### src/hw/rtl/dual_sensor_intrusion_alarm_macros.svh
// Assertion macros shared by the intrusion alarm RTL.
// No dependencies; included by the modules that carry assertions.
`ifndef DUAL_SENSOR_INTRUSION_ALARM_MACROS_SVH
`define DUAL_SENSOR_INTRUSION_ALARM_MACROS_SVH

// Same-cycle implication, disabled during reset.
`define DSIA_ASSERT_IMPLY(label, clk, rst_n, ante, cons, msg) \
    label: assert property (@(posedge clk) disable iff (!(rst_n)) (ante) |-> (cons)) \
        else $error(msg);

// Next-cycle implication, disabled during reset.
`define DSIA_ASSERT_NEXT(label, clk, rst_n, ante, cons, msg) \
    label: assert property (@(posedge clk) disable iff (!(rst_n)) (ante) |=> (cons)) \
        else $error(msg);

`endif

### src/hw/rtl/dsia_pkg.sv
// Shared types and constants of the intrusion alarm.
// No dependencies; used by dsia_in_if and every RTL module.
package dsia_pkg;

    localparam int DEF_WINDOW_SAMPLES = 50;
    localparam int DEF_SAMPLE_BITS    = 10;

    localparam int THR_W      = 10;
    localparam int HOLD_W     = 16;
    localparam int BLINK_W    = 16;
    localparam int DEB_W      = 8;
    localparam int CFG_DATA_W = 16;
    localparam int CFG_IDX_W  = 2;
    localparam int CMP_W      = 17;

    localparam logic [THR_W-1:0]   RST_THRESHOLD = THR_W'(300);
    localparam logic [HOLD_W-1:0]  RST_HOLD      = HOLD_W'(1500);
    localparam logic [BLINK_W-1:0] RST_BLINK     = BLINK_W'(250);
    localparam logic [DEB_W-1:0]   RST_DEBOUNCE  = DEB_W'(50);
    localparam logic [HOLD_W-1:0]  ELAPSED_MAX   = '1;

    typedef enum logic [CFG_IDX_W-1:0] {
        CFG_THRESHOLD = 2'd0,
        CFG_HOLD      = 2'd1,
        CFG_BLINK     = 2'd2,
        CFG_DEBOUNCE  = 2'd3
    } t_cfg_idx;

    typedef enum logic [1:0] {
        ALARM_NORMAL   = 2'd0,
        ALARM_INFRARED = 2'd1,
        ALARM_ACOUSTIC = 2'd2
    } t_alarm;

    typedef enum logic [1:0] {
        TONE_SILENT   = 2'd0,
        TONE_INFRARED = 2'd1,
        TONE_ACOUSTIC = 2'd2
    } t_tone;

    typedef struct packed {
        logic [THR_W-1:0]   threshold;
        logic [HOLD_W-1:0]  hold_ms;
        logic [BLINK_W-1:0] blink_half_ms;
        logic [DEB_W-1:0]   debounce_time;
    } t_cfg;

endpackage

### src/hw/rtl/dsia_in_if.sv
// Input channel of the intrusion alarm: valid/ready plus one sensor item.
// Depends on dsia_pkg for the default sample width.
interface dsia_in_if #(
    parameter int SAMPLE_BITS = dsia_pkg::DEF_SAMPLE_BITS
);
    logic                   valid;
    logic                   ready;
    logic [SAMPLE_BITS-1:0] mic_sample;
    logic                   infrared_level;
    logic                   button_level;
    logic                   ms_tick;

    modport source (output valid, mic_sample, infrared_level, button_level, ms_tick,
                    input ready);
    modport sink   (input valid, mic_sample, infrared_level, button_level, ms_tick,
                    output ready);
endinterface

### src/hw/rtl/dsia_out_if.sv
// Output channel of the intrusion alarm: valid/ready plus one result item.
// No dependencies.
interface dsia_out_if;
    logic       valid;
    logic       ready;
    logic [1:0] alarm_state;
    logic       led_red;
    logic       led_green;
    logic       led_blue;
    logic [1:0] tone_select;
    logic       sound_enabled;

    modport source (output valid, alarm_state, led_red, led_green, led_blue, tone_select,
                    sound_enabled, input ready);
    modport sink   (input valid, alarm_state, led_red, led_green, led_blue, tone_select,
                    sound_enabled, output ready);
endinterface

### src/hw/rtl/dsia_button.sv
// Button debouncer and sound-alarm enable toggle.
// Depends on dsia_pkg and the assertion macros header.
`include "dual_sensor_intrusion_alarm_macros.svh"

module dsia_button (
    input  logic                     i_clk,
    input  logic                     i_rst_n,
    input  logic                     i_step,
    input  logic                     i_level,
    input  logic                     i_tick,
    input  logic [dsia_pkg::DEB_W-1:0] i_debounce_time,
    output logic                     o_enable_next
);
    logic                       r_enable, n_enable;
    logic                       r_prev;
    logic                       r_busy, n_busy;
    logic [dsia_pkg::DEB_W-1:0] r_cnt, n_cnt;
    logic [dsia_pkg::DEB_W-1:0] w_cnt_inc;

    assign w_cnt_inc = r_cnt + dsia_pkg::DEB_W'(1);

    always_comb begin
        n_enable = r_enable;
        n_busy   = r_busy;
        n_cnt    = r_cnt;
        if (r_busy) begin
            if (i_level) begin
                n_busy = 1'b0;                // released early: drop the press
            end else if (i_tick) begin
                n_cnt = w_cnt_inc;
                if (w_cnt_inc >= i_debounce_time) begin
                    n_enable = ~r_enable;
                    n_busy   = 1'b0;
                end
            end
        end else if (r_prev && !i_level) begin
            if (i_debounce_time == '0) begin
                n_enable = ~r_enable;
            end else begin
                n_busy = 1'b1;
                n_cnt  = '0;
            end
        end
    end

    assign o_enable_next = n_enable;

    always_ff @(posedge i_clk) begin
        if (!i_rst_n) begin
            r_enable <= 1'b1;
            r_prev   <= 1'b1;
            r_busy   <= 1'b0;
            r_cnt    <= '0;
        end else if (i_step) begin
            r_enable <= n_enable;
            r_prev   <= i_level;
            r_busy   <= n_busy;
            r_cnt    <= n_cnt;
        end
    end

    `DSIA_ASSERT_NEXT(a_release_ends_debounce, i_clk, i_rst_n,
        i_step && r_busy && i_level, !r_busy, "debounce kept running after release")

endmodule

### src/hw/rtl/dsia_window.sv
// Peak-to-peak tracker over a window of samples; flags a loud window.
// Depends on dsia_pkg and the assertion macros header.
`include "dual_sensor_intrusion_alarm_macros.svh"

module dsia_window #(
    parameter int WINDOW_SAMPLES = dsia_pkg::DEF_WINDOW_SAMPLES,
    parameter int SAMPLE_BITS    = dsia_pkg::DEF_SAMPLE_BITS
) (
    input  logic                       i_clk,
    input  logic                       i_rst_n,
    input  logic                       i_step,
    input  logic [SAMPLE_BITS-1:0]     i_sample,
    input  logic                       i_enable,
    input  logic [dsia_pkg::THR_W-1:0] i_threshold,
    output logic                       o_trigger
);
    localparam int CntW = $clog2(WINDOW_SAMPLES);
    localparam logic [CntW-1:0] CntLast = CntW'(WINDOW_SAMPLES - 1);

    logic [SAMPLE_BITS-1:0] r_min, n_min;
    logic [SAMPLE_BITS-1:0] r_max, n_max;
    logic [CntW-1:0]        r_cnt;
    logic [SAMPLE_BITS-1:0] w_swing;
    logic                   w_close;
    logic                   w_loud;

    assign n_min   = (i_sample < r_min) ? i_sample : r_min;
    assign n_max   = (i_sample > r_max) ? i_sample : r_max;
    assign w_close = (r_cnt == CntLast);
    assign w_swing = (n_max >= n_min) ? (n_max - n_min) : '0;
    assign w_loud  = {{(dsia_pkg::CMP_W - SAMPLE_BITS){1'b0}}, w_swing}
                     >= {{(dsia_pkg::CMP_W - dsia_pkg::THR_W){1'b0}}, i_threshold};
    assign o_trigger = i_step && w_close && i_enable && w_loud;

    always_ff @(posedge i_clk) begin
        if (!i_rst_n) begin
            r_min <= '1;
            r_max <= '0;
            r_cnt <= '0;
        end else if (i_step) begin
            if (w_close) begin
                r_min <= '1;
                r_max <= '0;
                r_cnt <= '0;
            end else begin
                r_min <= n_min;
                r_max <= n_max;
                r_cnt <= r_cnt + CntW'(1);
            end
        end
    end

    `DSIA_ASSERT_IMPLY(a_count_in_window, i_clk, i_rst_n,
        1'b1, r_cnt <= CntLast, "window count ran past the window length")

endmodule

### src/hw/rtl/dsia_timers.sv
// Millisecond timers: saturating time since last loud window, and blink phase.
// Depends on dsia_pkg and the assertion macros header.
`include "dual_sensor_intrusion_alarm_macros.svh"

module dsia_timers (
    input  logic                         i_clk,
    input  logic                         i_rst_n,
    input  logic                         i_step,
    input  logic                         i_tick,
    input  logic                         i_trigger,
    input  logic [dsia_pkg::BLINK_W-1:0] i_blink_half_ms,
    output logic [dsia_pkg::HOLD_W-1:0]  o_elapsed_next,
    output logic                         o_phase_next
);
    logic [dsia_pkg::HOLD_W-1:0]  r_elapsed, n_elapsed;
    logic [dsia_pkg::BLINK_W-1:0] r_blink, n_blink;
    logic                         r_phase, n_phase;
    logic [dsia_pkg::BLINK_W:0]   w_blink_inc;

    assign w_blink_inc = {1'b0, r_blink} + (dsia_pkg::BLINK_W + 1)'(1);

    always_comb begin
        n_elapsed = r_elapsed;
        n_blink   = r_blink;
        n_phase   = r_phase;
        if (i_tick) begin
            if (r_elapsed != dsia_pkg::ELAPSED_MAX) begin
                n_elapsed = r_elapsed + dsia_pkg::HOLD_W'(1);
            end
            if (w_blink_inc >= {1'b0, i_blink_half_ms}) begin
                n_blink = '0;
                n_phase = ~r_phase;
            end else begin
                n_blink = w_blink_inc[dsia_pkg::BLINK_W-1:0];
            end
        end
        if (i_trigger) begin
            n_elapsed = '0;                   // loud window restarts the hold
        end
    end

    assign o_elapsed_next = n_elapsed;
    assign o_phase_next   = n_phase;

    always_ff @(posedge i_clk) begin
        if (!i_rst_n) begin
            r_elapsed <= dsia_pkg::ELAPSED_MAX;
            r_blink   <= '0;
            r_phase   <= 1'b1;
        end else if (i_step) begin
            r_elapsed <= n_elapsed;
            r_blink   <= n_blink;
            r_phase   <= n_phase;
        end
    end

    `DSIA_ASSERT_NEXT(a_trigger_clears_elapsed, i_clk, i_rst_n,
        i_step && i_trigger, r_elapsed == '0, "loud window did not restart hold timer")

endmodule

### src/hw/rtl/dual_sensor_intrusion_alarm.sv
// Top level of the dual-sensor intrusion alarm.
// Depends on dsia_pkg, dsia_in_if, dsia_out_if, dsia_button, dsia_window, dsia_timers.
//
// Usage:
//   i_in  : sensor transactions (microphone sample, infrared and button pin
//           levels, millisecond tick). One transaction per sample period.
//   o_out : one result transaction per input transaction: alarm state, lamp
//           channels, tone select and the current sound-alarm enable.
//   i_cfg_*: register writes (threshold, hold, blink half period, debounce),
//           one per cycle with i_cfg_we high; write only while the block idles.
// Path: an accepted transaction goes into the input register, is processed,
//   then is captured in the result register that drives o_out.
// Throughput: one transaction per cycle while o_out is not stalled; an input
//   register and a result register each hold one transaction, and all sensor
//   state advances as a transaction moves from the one to the other.
// Stall: while o_out.ready is low the result holds; one more transaction is
//   taken into the input register, then i_in.ready drops until o_out drains.
// Reset (synchronous, active low): pipeline empties, registers take their
//   defaults, sound alarm enabled, hold timer saturated so no acoustic alarm
//   shows at start-up, blink phase starts with the lamp on.
`include "dual_sensor_intrusion_alarm_macros.svh"

module dual_sensor_intrusion_alarm #(
    parameter int WINDOW_SAMPLES = dsia_pkg::DEF_WINDOW_SAMPLES,
    parameter int SAMPLE_BITS    = dsia_pkg::DEF_SAMPLE_BITS
) (
    input  logic                            i_clk,
    input  logic                            i_rst_n,
    dsia_in_if.sink                         i_in,
    dsia_out_if.source                      o_out,
    input  logic                            i_cfg_we,
    input  logic [dsia_pkg::CFG_IDX_W-1:0]  i_cfg_idx,
    input  logic [dsia_pkg::CFG_DATA_W-1:0] i_cfg_data
);
    typedef struct packed {
        logic [SAMPLE_BITS-1:0] mic_sample;
        logic                   infrared_level;
        logic                   button_level;
        logic                   ms_tick;
    } t_item;

    typedef struct packed {
        dsia_pkg::t_alarm alarm_state;
        logic             led_red;
        logic             led_green;
        logic             led_blue;
        dsia_pkg::t_tone  tone_select;
        logic             sound_enabled;
    } t_result;

    dsia_pkg::t_cfg r_cfg;

    logic    r_s1_valid;
    t_item   r_s1;
    logic    r_out_valid;
    t_result r_out, n_out;

    logic                        w_adv;
    logic                        w_step;
    logic                        w_enable_next;
    logic                        w_trigger;
    logic [dsia_pkg::HOLD_W-1:0] w_elapsed_next;
    logic                        w_phase_next;

    // Configuration registers: one write per cycle, no read-back.
    always_ff @(posedge i_clk) begin
        if (!i_rst_n) begin
            r_cfg.threshold     <= dsia_pkg::RST_THRESHOLD;
            r_cfg.hold_ms       <= dsia_pkg::RST_HOLD;
            r_cfg.blink_half_ms <= dsia_pkg::RST_BLINK;
            r_cfg.debounce_time <= dsia_pkg::RST_DEBOUNCE;
        end else if (i_cfg_we) begin
            unique case (dsia_pkg::t_cfg_idx'(i_cfg_idx))
                dsia_pkg::CFG_THRESHOLD: begin
                    r_cfg.threshold <= i_cfg_data[dsia_pkg::THR_W-1:0];
                end
                dsia_pkg::CFG_HOLD: begin
                    r_cfg.hold_ms <= i_cfg_data[dsia_pkg::HOLD_W-1:0];
                end
                dsia_pkg::CFG_BLINK: begin
                    r_cfg.blink_half_ms <= i_cfg_data[dsia_pkg::BLINK_W-1:0];
                end
                dsia_pkg::CFG_DEBOUNCE: begin
                    r_cfg.debounce_time <= i_cfg_data[dsia_pkg::DEB_W-1:0];
                end
                default: begin
                end
            endcase
        end
    end

    // Handshake: advance the input stage whenever the result register frees up.
    assign w_adv      = !r_out_valid || o_out.ready;
    assign i_in.ready = !r_s1_valid || w_adv;
    assign w_step     = r_s1_valid && w_adv;

    always_ff @(posedge i_clk) begin
        if (!i_rst_n) begin
            r_s1_valid  <= 1'b0;
            r_out_valid <= 1'b0;
        end else begin
            if (i_in.ready) begin
                r_s1_valid <= i_in.valid;
            end
            if (w_adv) begin
                r_out_valid <= r_s1_valid;
            end
        end
    end

    // Payload registers: capture the input, hold the result while stalled.
    always_ff @(posedge i_clk) begin
        if (i_in.valid && i_in.ready) begin
            r_s1.mic_sample     <= i_in.mic_sample;
            r_s1.infrared_level <= i_in.infrared_level;
            r_s1.button_level   <= i_in.button_level;
            r_s1.ms_tick        <= i_in.ms_tick;
        end
        if (w_step) begin
            r_out <= n_out;
        end
    end

    // Button first, then the window sees the updated enable.
    dsia_button u_button (
        .i_clk           (i_clk),
        .i_rst_n         (i_rst_n),
        .i_step          (w_step),
        .i_level         (r_s1.button_level),
        .i_tick          (r_s1.ms_tick),
        .i_debounce_time (r_cfg.debounce_time),
        .o_enable_next   (w_enable_next)
    );

    dsia_window #(
        .WINDOW_SAMPLES (WINDOW_SAMPLES),
        .SAMPLE_BITS    (SAMPLE_BITS)
    ) u_window (
        .i_clk       (i_clk),
        .i_rst_n     (i_rst_n),
        .i_step      (w_step),
        .i_sample    (r_s1.mic_sample),
        .i_enable    (w_enable_next),
        .i_threshold (r_cfg.threshold),
        .o_trigger   (w_trigger)
    );

    // Tick advances the timers; a loud window then overrides the elapsed count.
    dsia_timers u_timers (
        .i_clk           (i_clk),
        .i_rst_n         (i_rst_n),
        .i_step          (w_step),
        .i_tick          (r_s1.ms_tick),
        .i_trigger       (w_trigger),
        .i_blink_half_ms (r_cfg.blink_half_ms),
        .o_elapsed_next  (w_elapsed_next),
        .o_phase_next    (w_phase_next)
    );

    // Priority: infrared over acoustic over normal.
    always_comb begin
        n_out               = '0;
        n_out.sound_enabled = w_enable_next;
        if (!r_s1.infrared_level) begin
            n_out.alarm_state = dsia_pkg::ALARM_INFRARED;
            n_out.led_red     = w_phase_next;
            n_out.tone_select = w_phase_next ? dsia_pkg::TONE_INFRARED
                                             : dsia_pkg::TONE_SILENT;
        end else if (w_elapsed_next < r_cfg.hold_ms) begin
            n_out.alarm_state = dsia_pkg::ALARM_ACOUSTIC;
            n_out.led_red     = w_phase_next;
            n_out.led_blue    = w_phase_next;
            n_out.tone_select = w_phase_next ? dsia_pkg::TONE_ACOUSTIC
                                             : dsia_pkg::TONE_SILENT;
        end else begin
            n_out.alarm_state = dsia_pkg::ALARM_NORMAL;
            n_out.led_green   = 1'b1;
            n_out.tone_select = dsia_pkg::TONE_SILENT;
        end
    end

    assign o_out.valid         = r_out_valid;
    assign o_out.alarm_state   = r_out.alarm_state;
    assign o_out.led_red       = r_out.led_red;
    assign o_out.led_green     = r_out.led_green;
    assign o_out.led_blue      = r_out.led_blue;
    assign o_out.tone_select   = r_out.tone_select;
    assign o_out.sound_enabled = r_out.sound_enabled;

    `DSIA_ASSERT_NEXT(a_step_fills_result, i_clk, i_rst_n,
        w_step, r_out_valid, "processed transaction did not reach the result register")
    `DSIA_ASSERT_IMPLY(a_normal_is_steady_green, i_clk, i_rst_n,
        r_out_valid && r_out.alarm_state == dsia_pkg::ALARM_NORMAL,
        r_out.led_green && !r_out.led_red && !r_out.led_blue
            && r_out.tone_select == dsia_pkg::TONE_SILENT,
        "normal state must show steady green and no tone")

endmodule
### src/flat_wrapper.sv
// flat-port wrapper written by rule: the top's interface ports become plain ports
module dual_sensor_intrusion_alarm_flat 
#(
    parameter int WINDOW_SAMPLES = dsia_pkg::DEF_WINDOW_SAMPLES,
    parameter int SAMPLE_BITS    = dsia_pkg::DEF_SAMPLE_BITS
)
  (i_clk, i_rst_n, i_cfg_we, i_cfg_idx, i_cfg_data, i_in_valid, i_in_mic_sample, i_in_infrared_level, i_in_button_level, i_in_ms_tick, i_in_ready, o_out_valid, o_out_alarm_state, o_out_led_red, o_out_led_green, o_out_led_blue, o_out_tone_select, o_out_sound_enabled, o_out_ready);
  dsia_in_if #(.SAMPLE_BITS(SAMPLE_BITS)) i_in_i ();
  dsia_out_if o_out_i ();
  input  logic i_clk;
  input  logic i_rst_n;
  input  logic i_cfg_we;
  input  logic [dsia_pkg::CFG_IDX_W-1:0] i_cfg_idx;
  input  logic [dsia_pkg::CFG_DATA_W-1:0] i_cfg_data;
  input wire logic [$bits(i_in_i.valid)-1:0] i_in_valid;
  input wire logic [$bits(i_in_i.mic_sample)-1:0] i_in_mic_sample;
  input wire logic [$bits(i_in_i.infrared_level)-1:0] i_in_infrared_level;
  input wire logic [$bits(i_in_i.button_level)-1:0] i_in_button_level;
  input wire logic [$bits(i_in_i.ms_tick)-1:0] i_in_ms_tick;
  output wire logic [$bits(i_in_i.ready)-1:0] i_in_ready;
  output wire logic [$bits(o_out_i.valid)-1:0] o_out_valid;
  output wire logic [$bits(o_out_i.alarm_state)-1:0] o_out_alarm_state;
  output wire logic [$bits(o_out_i.led_red)-1:0] o_out_led_red;
  output wire logic [$bits(o_out_i.led_green)-1:0] o_out_led_green;
  output wire logic [$bits(o_out_i.led_blue)-1:0] o_out_led_blue;
  output wire logic [$bits(o_out_i.tone_select)-1:0] o_out_tone_select;
  output wire logic [$bits(o_out_i.sound_enabled)-1:0] o_out_sound_enabled;
  input wire logic [$bits(o_out_i.ready)-1:0] o_out_ready;
  assign i_in_i.valid = i_in_valid;
  assign i_in_i.mic_sample = i_in_mic_sample;
  assign i_in_i.infrared_level = i_in_infrared_level;
  assign i_in_i.button_level = i_in_button_level;
  assign i_in_i.ms_tick = i_in_ms_tick;
  assign i_in_ready = i_in_i.ready;
  assign o_out_valid = o_out_i.valid;
  assign o_out_alarm_state = o_out_i.alarm_state;
  assign o_out_led_red = o_out_i.led_red;
  assign o_out_led_green = o_out_i.led_green;
  assign o_out_led_blue = o_out_i.led_blue;
  assign o_out_tone_select = o_out_i.tone_select;
  assign o_out_sound_enabled = o_out_i.sound_enabled;
  assign o_out_i.ready = o_out_ready;
  dual_sensor_intrusion_alarm #(.WINDOW_SAMPLES(WINDOW_SAMPLES), .SAMPLE_BITS(SAMPLE_BITS)) u_core (.i_clk(i_clk), .i_rst_n(i_rst_n), .i_in(i_in_i), .o_out(o_out_i), .i_cfg_we(i_cfg_we), .i_cfg_idx(i_cfg_idx), .i_cfg_data(i_cfg_data));
endmodule
### config.mk
export PLATFORM = sky130hd
export DESIGN_NAME = dual_sensor_intrusion_alarm_flat
export DESIGN_NICKNAME = d
export VERILOG_FILES = /design/src/hw/rtl/dsia_pkg.sv /design/src/hw/rtl/dsia_in_if.sv /design/src/hw/rtl/dsia_out_if.sv /design/src/hw/rtl/dsia_button.sv /design/src/hw/rtl/dsia_window.sv /design/src/hw/rtl/dsia_timers.sv /design/src/hw/rtl/dual_sensor_intrusion_alarm.sv /design/src/flat_wrapper.sv
export VERILOG_INCLUDE_DIRS = /design/src /design/src/hw/rtl
export SDC_FILE = /design/constraint.sdc
export NUM_CORES = 1
export LEC_CHECK = 0
export BUFFER_PORTS_ARGS = -buffer_cell sky130_fd_sc_hd__buf_4
export CAP_MARGIN = 0
export CORE_AREA = 2 2 150 152
export CTS_BUF_LIST = sky130_fd_sc_hd__clkbuf_8
export DETAILED_ROUTE_END_ITERATION = 7
export DIE_AREA = 0 0 152 154
export GPL_ROUTABILITY_DRIVEN = 0
export PLACE_DENSITY = 0.57
export SYNTH_ARGS = -nofsm -noshare
export SYNTH_HDL_FRONTEND = slang
export SYNTH_SLANG_ARGS = --single-unit
### constraint.sdc
create_clock -name i_clk -period 18.7 [get_ports i_clk]
set_input_delay 3.74 -clock i_clk [delete_from_list [all_inputs] [get_ports i_clk]]
set_output_delay 3.74 -clock i_clk [all_outputs]
set_load 0.05 [all_outputs]
==> metrics <==
outcome finished, final reports clean; Max-slew headroom between 10% and 20%; DRC 0; Clk Tree Root Cell clkbuf_8; initial antenna violation count 0; Synth cell types between 70 and 80; chip width 152 um; wirelength, routed 21700 um; Rows 54; top post-synthesis cells by count nand2_1, dfxtp_1, a21oi_1, inv_1, ha_1; top cell type by total area after synthesis dfxtp_1; most common cell in the synthesized netlist nand2_1; first-pass GRT wire length 35600 um; First DRT Iteration DRCs 439; number of global-route vias before repair 6794; Post-synth EDFFs 21; Max Clock Freq around 120 MHz; die footprint 23400 sq um; Hold Path Depth 2; Crit Path Class flop to flop; final core utilization 43.9%; sequential cell area 3070 sq um; yosys warns 0; Critical Path AT roughly 8500 ps; DIE HEIGHT 154 um; total global-route track usage 18.7%; CTS tree done; actual slew at the worst max-slew pin 1200 ps; pwr dens 81.8 nW/um^2; startpoint types flop; TritonCTS buffer count 17; max-capacitance violation count 0; adder-cell area share of the yosys netlist 12.3%; xor and xnor area share after synthesis 3.27%; CTS Hold Buffers Added 0; fin. max-slew vios 0; Setup TNS 0 ps; Finish-stage setup viols 0; DR WL/cell 16.1 um; starting density of the core 39.6%; GRT overflow 0; compound-cell area share of the yosys netlist 19.4%; Synth Area in Simple Gates 21.0%; area of the multi-input gates ~5000 sq um; Final Cycle Share around 45%; ANT cells 0; Area contributors post-synth dfxtp_1, ha_1, edfxtp_1; Post-CTS Setup Inserts 0; CP peak stage delay 920 ps; Synthesized Nets 1148; crit path max-delay cell type a21oi_2; # fillers 2215; I/O pin count 46; pin count of the biggest net entering global routing 60; Post-synth ARST share 0%; Core Region 21700 sq um; area of the mapped netlist approximately 8600 sq um; post-CTS sizing 0; R2R Setup Slk 10350 ps; Skew-Pair Late Insertion Delay 460 ps; CTS H-tree lvls 4; PortBufs between 40 and 50; Clock Path Buffers 2; peak supply drop 0.0376 mV; largest family of logic cells by synthesized area simple AND/OR/NAND/NOR gates; Main synth FF type dfxtp_1; layout cells sized above 1 9.28%; clk_skew around 21 ps; crit-path max FO 23; Final #Nets 1174; Lkg Pwr 4.11 nW; Worst EP required 18890 ps; Final Hold Fails 0; worst hold path class flop to flop; vias per cell ~5.4; via count between 7000 and 8000; clock transition at the registers of the reported paths approximately 80 ps; sequential area share after synthesis 35.8%; syn_area_per_cell 8.35 sq um; Pre-Repair DR Iteration Count 7; synthesized instance count a little over 1000; CP Capture Type flop; #FFs+latches synth 143; dpl hpwl 15300 um; mux share of post-synthesis cell area 2.27%; clock sinks 143; r2r worst-path depth 31; post-layout min period roughly 8400 ps; unrepaired setup endpoints after global routing false; antenna-violating nets left 0; Synth top area share approximately 28%; area grow syn2layout 10.9%
[metal layers]
| metal | routed length (um) | up-vias | global-route usage [%] | share of wire, % |
|---|---|---|---|---|
| met3 | 758 | 18 | 3.24 | 3.5 |
| met1 | 11000 | 3424 | 26.5 | 51 |
| met5 | 0 | - | 0 | 0 |
| met2 | 9730 | 128 | 29.5 | 45 |
| met4 | 229 | 0 | 4.63 | 1.1 |
| li1 | - | 3748 | - | - |
[worst max-delay path, delay by kind of cell (launching register included)]
| kind | cells | cell delay, ps |
|---|---|---|
| AOI/OAI and AO/OA | 19 | 4780 |
| muxes | 1 | 320 |
| and+or+nand+nor | 5 | 930 |
| buffers and inverters | 1 | 270 |
| adders and majority gates | 5 | 1290 |
| DFF | 1 | 490 |
[logic make-up (layout without fill, tap and decap cells)]
kind of cell               after synthesis  count (layout)
buffers and inverters                  133             172
DFF                                    143             143
and+or+nand+nor                        368             368
xor gates and xnor gates                32              32
AOI/OAI and AO/OA                      249             249
muxes                                   19              19
adders and majority gates               84              84
[power breakdown]
group          leakage, nW  total (mW)  internal [mW]  switching, mW
clock network        0.196       0.242          0.112          0.129
logic                 2.71       0.197         0.0809          0.116
registers             1.19       0.340          0.327         0.0125
[per-stage QoR]
step	setup slack (ps)	cell area [sq um]	hold WS (ps)	power [mW]	cells
2_1_floorplan	10720	8580	436	0.491	1028
3_3_place_gp	10630	9140	442	0.540	1315
3_5_place_dp	10450	9140	447	0.542	1315
4_1_cts	10410	9520	459	0.785	1347
5_1_grt	9450	9520	482	0.827	1347
6_report	10350	9520	458	0.778	1347
[state kept, by name, summed over array words and instances, names as in the netlist, 2 cells and up]
signal and count:
u_core.u_window.r_max 10, u_core.u_timers.r_elapsed 16, u_core.o_out.alarm_state 2, u_core.u_timers.r_blink 16, u_core.u_window.r_cnt 6, u_core.u_window.r_min 10
u_core.u_button.r_cnt 8, u_core.o_out.tone_select 2, u_core.r_s1 13, u_core.r_cfg 50
[path summary, 6_finish.rpt]
kind               startpoint                          end
max            u_core.r_s1[4]  u_core.o_out.tone_select[1]
min reg2reg  u_core.r_cfg[44]             u_core.r_cfg[44]
min          u_core.r_cfg[44]             u_core.r_cfg[44]
max reg2reg    u_core.r_s1[4]  u_core.o_out.tone_select[1]
[placed cells by master, fill, tap and decap left out, types with 8 or more instances in the layout]
| cell type | n |
|---|---|
| nor2b_1 | 15 |
| a21oi_1 | 90 |
| o21ai_0 | 38 |
| buf_4 | 50 |
| clkbuf_8 | 19 |
| nand3_1 | 25 |
| xnor2_1 | 17 |
| o211ai_1 | 27 |
| nor2_1 | 53 |
| nor4_1 | 10 |
| nand2_1 | 152 |
| edfxtp_1 | 21 |
| ha_1 | 83 |
| a21o_1 | 9 |
| a311o_1 | 9 |
| inv_1 | 90 |
| nand2b_1 | 8 |
| xor2_1 | 15 |
| dfxtp_1 | 122 |
| nor3_1 | 27 |
| a32o_1 | 10 |
| nand4_1 | 29 |
| mux2i_1 | 15 |
| and3_1 | 12 |
[area by class of cell]
| type | count | share of cell area [%] |
|---|---|---|
| Inverter | 90 | 3.55 |
| Sequential cell | 143 | 32.3 |
| Tap cell | 280 | 3.68 |
| Timing Repair Buffer | 50 | 3.94 |
| Multi-Input combinational cell | 752 | 52.6 |
| Clock buffer | 19 | 2.75 |
| Clock inverter | 13 | 1.18 |
Power figures use the tool's default switching activity.
